==> src/hw/rtl/cre_pkg.sv <==
// Shared types, constants and the elaboration-time log table builder for the
// companded record encoder. No dependencies; imported by the datapath and controller.

package cre_pkg;

    // Field widths.
    localparam int unsigned SAMPLE_W = 16;
    localparam int unsigned MAG_W    = 11;
    localparam int unsigned LOG_W    = 7;
    localparam int unsigned IDX_W    = 8;
    localparam int unsigned CODE_W   = 12;
    localparam int unsigned CHAR_W   = 8;
    localparam int unsigned CNT_W    = 7;
    localparam int unsigned DIGIT_W  = 4;

    // Scaling and log-law constants.
    localparam int unsigned FULL_SCALE  = 2047;
    localparam int unsigned ROUND_HALF  = 16384;
    localparam int unsigned SCALE_SHIFT = 15;
    localparam int unsigned LOG_MU      = 100;
    localparam int unsigned LOG_BASE    = LOG_MU + 1;
    localparam int unsigned LOG_MAX     = 127;
    localparam int unsigned LOG_DEPTH   = 2048;
    localparam int unsigned LOG_FRAC    = 56;

    // Divide-by-ten by reciprocal, exact for counts below 1029.
    localparam int unsigned DIV10_MUL   = 205;
    localparam int unsigned DIV10_SHIFT = 11;

    // Characters.
    localparam logic [CHAR_W-1:0] CHAR_ZERO    = 8'd48;
    localparam logic [CHAR_W-1:0] CHAR_NEWLINE = 8'd10;
    localparam logic [CHAR_W-1:0] CHAR_NONE    = 8'd0;

    typedef logic [LOG_W-1:0] t_log_rom [LOG_DEPTH];

    // Commands from the controller to the datapath.
    typedef struct packed {
        logic load_sample;
        logic look_up;
        logic write_code;
        logic load_count;
        logic load_item;
        logic load_newline;
    } t_dp_cmd;

    // Status from the datapath to the controller.
    typedef struct packed {
        logic flush;
        logic idx_last;
        logic out_free;
    } t_dp_stat;

    // Fixed-point product (a * b) >> 60 for a, b below 2^61.
    function automatic logic [63:0] mul_q60(input logic [63:0] a, input logic [63:0] b);
        logic [127:0] p;
        p = {64'd0, a} * {64'd0, b};
        return p[123:60];
    endfunction

    // Base-2 logarithm with 56 fraction bits, by repeated squaring.
    function automatic logic [63:0] log2_q56(input logic [31:0] n);
        logic [63:0] m;
        logic [63:0] frac;
        int          e;
        int          k;
        e = 31;
        while (e > 0 && n[e] == 1'b0) begin
            e = e - 1;
        end
        m    = 64'(n) << (60 - e);
        frac = '0;
        for (k = 0; k < LOG_FRAC; k++) begin
            m    = mul_q60(m, m);
            frac = frac << 1;
            if (m >= (64'd1 << 61)) begin
                m       = m >> 1;
                frac[0] = 1'b1;
            end
        end
        return (64'(e) << LOG_FRAC) | frac;
    endfunction

    // Builds the mu-law table: round(127 * ln(1 + 100 i / 2047) / ln(101)).
    // The rounded quotient is found by a bitwise search instead of a divide.
    function automatic t_log_rom build_log_rom();
        t_log_rom    rom;
        logic [63:0] base;
        logic [63:0] den;
        logic [63:0] l;
        logic [63:0] d;
        logic [63:0] num;
        logic [63:0] q;
        logic [63:0] trial;
        int          i;
        int          b;
        base = log2_q56(32'(FULL_SCALE));
        den  = log2_q56(32'(LOG_BASE)) >> 8;
        for (i = 0; i < LOG_DEPTH; i++) begin
            l   = log2_q56(32'(FULL_SCALE + LOG_MU * i));
            d   = (l > base) ? ((l - base) >> 8) : 64'd0;
            num = 64'(2 * LOG_MAX) * d + den;
            q   = '0;
            for (b = 7; b >= 0; b--) begin
                trial = q | (64'd1 << b);
                if (trial * (den << 1) <= num) begin
                    q = trial;
                end
            end
            rom[i] = (q > 64'(LOG_MAX)) ? LOG_W'(LOG_MAX) : q[LOG_W-1:0];
        end
        return rom;
    endfunction

endpackage

==> src/hw/rtl/cre_ctrl.sv <==
// Sequencing state machine of the companded record encoder.
// Depends on cre_pkg for the command and status structs.

module cre_ctrl (
    input  logic              i_clk,
    input  logic              i_rst_n,
    input  logic              i_s_valid,
    output logic              o_s_ready,
    input  cre_pkg::t_dp_stat i_stat,
    output cre_pkg::t_dp_cmd  o_cmd
);

    import cre_pkg::*;

    typedef enum logic [6:0] {
        S_IDLE    = 7'b0000001,
        S_LOOK    = 7'b0000010,
        S_WRITE   = 7'b0000100,
        S_COUNT   = 7'b0001000,
        S_READ    = 7'b0010000,
        S_SEND    = 7'b0100000,
        S_NEWLINE = 7'b1000000
    } t_state;

    t_state  r_state;
    t_state  n_state;
    t_dp_cmd s_cmd;
    logic    s_ready;

    // Next-state and command decode.
    always_comb begin
        n_state = r_state;
        s_cmd   = '0;
        s_ready = 1'b0;
        case (r_state)
            S_IDLE: begin
                s_ready = 1'b1;
                if (i_s_valid) begin
                    s_cmd.load_sample = 1'b1;
                    n_state           = S_LOOK;
                end
            end
            S_LOOK: begin
                s_cmd.look_up = 1'b1;
                n_state       = S_WRITE;
            end
            S_WRITE: begin
                s_cmd.write_code = 1'b1;
                if (i_stat.flush) begin
                    n_state = S_COUNT;
                end else begin
                    // The next item can enter while this code is stored.
                    s_ready = 1'b1;
                    if (i_s_valid) begin
                        s_cmd.load_sample = 1'b1;
                        n_state           = S_LOOK;
                    end else begin
                        n_state = S_IDLE;
                    end
                end
            end
            S_COUNT: begin
                if (i_stat.out_free) begin
                    s_cmd.load_count = 1'b1;
                    n_state          = S_READ;
                end
            end
            S_READ: begin
                n_state = S_SEND;
            end
            S_SEND: begin
                if (i_stat.out_free) begin
                    s_cmd.load_item = 1'b1;
                    n_state         = i_stat.idx_last ? S_NEWLINE : S_READ;
                end
            end
            S_NEWLINE: begin
                if (i_stat.out_free) begin
                    s_cmd.load_newline = 1'b1;
                    n_state            = S_IDLE;
                end
            end
            default: begin
                n_state = S_IDLE;
            end
        endcase
    end

    // State register.
    always_ff @(posedge i_clk) begin
        if (!i_rst_n) begin
            r_state <= S_IDLE;
        end else begin
            r_state <= n_state;
        end
    end

    assign o_cmd     = s_cmd;
    assign o_s_ready = s_ready;

endmodule

==> config.mk <==
export PLATFORM = sky130hd
export DESIGN_NAME = cre_ctrl
export DESIGN_NICKNAME = d
export VERILOG_FILES = /design/src/hw/rtl/cre_pkg.sv /design/src/hw/rtl/cre_ctrl.sv
export SDC_FILE = /design/constraint.sdc
export NUM_CORES = 1
export LEC_CHECK = 0
export BUFFER_PORTS_ARGS = -buffer_cell sky130_fd_sc_hd__buf_2
export CORE_MARGIN = 3
export CORE_UTILIZATION = 30
export CTS_BUF_LIST = sky130_fd_sc_hd__clkbuf_2 sky130_fd_sc_hd__clkbuf_4 sky130_fd_sc_hd__clkbuf_8
export CTS_CLUSTER_DIAMETER = 60
export DETAILED_ROUTE_END_ITERATION = 12
export PLACE_DENSITY = 0.46
export SLEW_MARGIN = 30
export SYNTH_ARGS = -nofsm -noshare
export SYNTH_HDL_FRONTEND = slang
export SYNTH_SLANG_ARGS = --single-unit
==> constraint.sdc <==
create_clock -name i_clk -period 1.8 [get_ports i_clk]
set_input_delay 0.18 -clock i_clk [delete_from_list [all_inputs] [get_ports i_clk]]
set_output_delay 0.18 -clock i_clk [all_outputs]
set_load 0.03 [all_outputs]
* Yosys cells after proc, flatten, opt, wreduce, memory -nomap -nowiden
Index checks and enable logic that the tools add are counted.
Word-level totals: flip-flop bits (word level) 7, input port bits 6, output and inout bits 7, logic and storage cells 32
Operators by class: equality and inequality tests 11, multiplexer cells 19, reductions and logical operators 1
Operator list (count):
- case mux 7 bit (7 select lines) | 1
- 2-to-1 mux 7 bit | 6
- 2-to-1 mux 1 bit | 9
- != test 2 bit (second input constant) | 4
- equality test 7 x 1 -> 1 bit (second input constant) | 1
- equality test 7 x 2 -> 1 bit (second input constant) | 1
- equality test 7 x 3 -> 1 bit (second input constant) | 1
- equality test 7 x 4 -> 1 bit (second input constant) | 1
- equality test 7 x 5 -> 1 bit (second input constant) | 1
- equality test 7 x 6 -> 1 bit (second input constant) | 1
- equality test 7 bit (second input constant) | 1
- case mux 1 bit (2 select lines) | 2
- AND reduction 4 bit | 1
- 2-to-1 mux 2 bit | 1

* Depth between registers and ports, before layout
depth in word-level cells 3, gate-level depth with buffers 5, gate-level depth less buffers 4

* Least setup slack after synthesis
OpenSTA, ideal clock, no wires.
path kind flip-flop to flip-flop, start reg r_state[3], end reg r_state[2], setup time 0.065 ns, data arrival time 2.154 ns, required time 1.735 ns, slack -0.419 ns, cell stages (with the launch flop) 5, path buffers 1, period minus slack after synthesis 2.219 ns, cells stage by stage dfxtp_1 -> buf_2 -> or3_1 -> nor4_1 -> and3_1
On the way: word-level cells in the longest chain between the ends 3, elaborated cells between the ends (all ways) 13, classes of those cells eq/ne: 11; mux: 1; reduce/logical: 1
Ends and longest elaborated chain:
- from (decl) | line cre_ctrl.sv:25 | t_state r_state;
- from (signal assigned) | line cre_ctrl.sv:94 | r_state <= n_state;
- equality test 7 x 4 -> 1 bit (tied with other cells) | line cre_ctrl.sv:35 | case (r_state)
- != test 2 bit (no line)
- AND reduction 4 bit (no line)
Parallel ways exist; a longest one is shown, timed or not. A chain may end at the register's enable or synchronous reset.

==> flow_summary.rst <==
.. list-table::
   :header-rows: 1

   * - Metric
     - Value
   * - Sequential element share of the synthesized area
     - 26.0%
   * - Worst Path Arrival
     - 1.70 ns
   * - Drt total wl
     - 1550 um
   * - Worst hold-check path type
     - input pin to register
   * - Clock Path Buffers
     - 2
   * - Post-route DRC
     - 0
   * - Crit path max-delay cell type
     - or3_4
   * - Cells after synthesis
     - 63
   * - Flip-flop count of the largest register after layout
     - 7
   * - Hold buffer count at CTS
     - 0
   * - Endpoint class of the critical path
     - primary output
   * - Startpoint-to-endpoint class of the critical path
     - register to primary output
   * - Registers with the most flip-flops
     - r_state: 7 flops
   * - Sequential power share
     - 26.3%
   * - Internal power consumption
     - 0.438 mW
   * - Proportion of power drawn by combinational gates
     - 49.8%
   * - Bufs and invs on worst path
     - 1
   * - Clk Latency, worst-skew pair
     - 0.26 ns
   * - Worst-path clk slew
     - 0.05 ns
   * - Number of diodes
     - 0
   * - Count of buffers inserted at the top-level ports
     - 12
   * - Global-route wire length before repair
     - 2470 um
   * - Violations in the final reports
     - negative setup slack
   * - Clock tree sinks
     - 7
   * - Vias post-DR
     - 580
   * - Leading cell type in the layout, fill and taps excluded
     - buf_4
   * - Synth top area share
     - 26.0%
   * - Starting density of the core
     - 33.8%
   * - Number of H-tree branching levels
     - 1
   * - Yosys warning count
     - 0
   * - Synthesized netlist net count
     - 69
   * - Maximum cell stage delay along the critical path
     - 0.38 ns
   * - TritonCTS Buffers
     - 3
   * - Top cell family by delay on the critical path
     - simple AND/OR/NAND/NOR gates
   * - Storage element area
     - 146 um^2
   * - Net switching power
     - 0.229 mW
   * - Area growth from synthesis to final layout
     - 68.1%
   * - Number of I/O pins
     - 13
   * - Floorplan row count
     - 14
   * - X dimension of the die
     - 48.4 um
   * - Average cell area after synthesis
     - 8.54 um^2
   * - Count of state elements after synthesis
     - 7
   * - Share of total power consumed by net switching
     - 34.3%
   * - Power per standard cell area
     - 737 nW/um^2
   * - Chip height
     - 48.4 um
   * - Number of global-route vias before repair
     - 554
   * - Type of element launching the critical path
     - register
   * - Global-route usage over all layers
     - 13.8%
   * - Number of max-capacitance violations reported
     - 0
   * - Worst slew margin relative to its limit
     - 74.0%
   * - Largest area contributor in the netlist
     - dfxtp_1
   * - Pin count of the biggest net entering global routing
     - 9
   * - Register with the most flip-flops
     - r_state
   * - Final RePlAce weighted congestion
     - 0.742
   * - Filler Cell Count
     - 148
   * - Number of distinct library cells after synthesis
     - 36
   * - Most area-consuming cells after synthesis
     - dfxtp_1 (26%), nor4_1 (5.8%), a2111oi_4 (5.1%)
   * - Transition time at the pin with the least slew margin
     - 0.390 ns
   * - Maximum frequency from static timing analysis
     - 0.532 GHz
   * - Cell at the root of the clock tree
     - clkbuf_4
   * - Post-route fraction of the period consumed by the critical path
     - 105%
   * - Worst path required time
     - 1.62 ns
   * - Part of the power in the clock network
     - 23.9%
   * - Leading cell types in the layout, fill and taps excluded
     - buf_4 (19), nor4_4 (5), buf_2 (5), buf_6 (5)
   * - Setup repair after global routing missed its margin
     - true
   * - Worst Setup Slack, final
     - -0.0814 ns
   * - Post-layout util
     - 56.8%
   * - Placement Cell Area
     - 704 um^2
   * - Placed wire-length estimate after detailed placement
     - 1090 um
   * - Overflow left after global routing
     - 0
   * - Status
     - finished, violations left
   * - Final Max Tran Viols
     - 0
   * - LEAKAGE
     - 0.366 nW
   * - Ratio of cells with drive above 1 in the final layout
     - 57.0%
   * - Total die area
     - 2340 um^2
   * - Final count of negative-setup-slack endpoints
     - 2
   * - Antenna Nets Post-Route
     - 0
   * - Routed wire length per instance
     - 13.3 um
   * - VDD IR max
     - 0.330 mV
   * - Number of search-and-repair iterations in the first detailed-routing pass
     - 4
   * - Ordered cell list for the critical path
     - or3_4 > nor4b_4 > or2_4 > and2_4 > buf_6
   * - Clock tree from TritonCTS
     - yes
   * - Core Region
     - 1590 um^2
   * - Final standard cell area without fillers
     - 905 um^2
   * - Number of vias per cell after detailed routing
     - 4.96
   * - Period minus WS final
     - 1.88 ns
   * - Antenna violations before repair
     - 0
   * - Multi-input combinational cell area
     - 463 um^2
   * - Number of nets in the layout
     - 100
   * - Number of hold violations in the final report
     - 0
   * - Count of routing violations after the opening detailed-route iteration
     - 5
   * - Clock skew after layout
     - 0.00376 ns
   * - Post-Synthesis Cell Area
     - 538 um^2
   * - Critical path peak fanout
     - 5
## metrics by stage
step                      hold slack [ns]  setup TNS (ns)  cells  total power, mW  setup WS [ns]
after global routing                0.145          -0.345    117            0.698         -0.150
after detailed placement            0.399               0    107            0.434         0.0310
after floorplan                     0.258          -0.978     63            0.356         -0.334
after CTS                           0.135          -0.495    114            0.633         -0.155
after global placement              0.400               0    107            0.436         0.0458
final                               0.142          -0.133    117            0.666        -0.0814
## worst reg2reg max path, stage by stage (launching register included)
cell and delay [ns]:
dfxtp_4 0.35, or4_4 0.59, a2111oi_4 0.33, or2_1 0.19, o311ai_1 0.10
## synth_stat cells
cell / number
buf_2: 1
nor4_1: 5
and3_1: 1
a21o_1: 1
a211oi_2: 1
xor2_1: 1
or2_1: 2
o21bai_1: 1
nor3b_1: 1
o311ai_1: 1
nor4b_1: 1
nor3_1: 3
nand2_1: 3
o21ai_0: 1
dfxtp_1: 7
nand2b_1: 4
inv_1: 3
a31oi_1: 1
a21oi_1: 3
a2111oi_4: 1
or2_2: 1
buf_6: 1
or3b_2: 2
o21ai_1: 1
a22oi_1: 1
or2b_1: 1
and4_1: 1
nand4bb_1: 1
a211oi_1: 1
or4_4: 2
nor2_1: 4
and2_1: 1
nor3_2: 1
nor4b_2: 1
or3_1: 1
buf_4: 1
## cell families (layout without fill, tap and decap cells)
logic type	Yosys count	count (layout)	share of synthesized area, %
AND/OR/NAND/NOR	36	36	45.3
AO/OA/AOI/OAI	13	13	20.5
flip-flops	7	7	26.0
buffers and inverters	6	36	6.51
XOR/XNOR	1	1	1.63
## what timing repair did
item,in CTS,in global routing
buffers inserted,3,3
resized for setup,14,13
pin swaps,1,12
endpoints found under the setup margin,7,7
## metal layers
metal,share of wire (%),global-route usage [%],wire length [um]
met5,0,0,0
met1,45,15.8,698
met3,3.1,2.15,48
met4,3.7,12.8,58
met2,48,21.8,747
## final timing paths
| check | start | end | slack (ns) | cells after the start |
|---|---|---|---|---|
| worst min register to register | r_state[2] | r_state[5] | 0.60 | 3 |
| worst max register to register | r_state[2] | r_state[0] | 0.11 | 4 |
| worst min-delay path | i_rst_n | r_state[0] | 0.14 | 2 |
| worst max-delay path | r_state[2] | o_cmd[5] | -0.08 | 5 |
## power by group through the flow
stage	combinational, mW	sequential, mW	clock, mW
final	0.332	0.175	0.159
after global routing	0.354	0.177	0.167
after CTS	0.294	0.176	0.164
after detailed placement	0.255	0.179	0
after global placement	0.257	0.179	0
after floorplan	0.178	0.178	0
## area by class of cell
| type | instances | area share (%) |
|---|---|---|
| timing repair buffer | 29 | 24.8 |
| sequential | 7 | 16.2 |
| tap | 24 | 3.32 |
| clock buffer | 4 | 3.32 |
| inverter | 3 | 1.24 |
| multi-input combinational | 50 | 51.2 |
(Power assumes the default switching activity.)
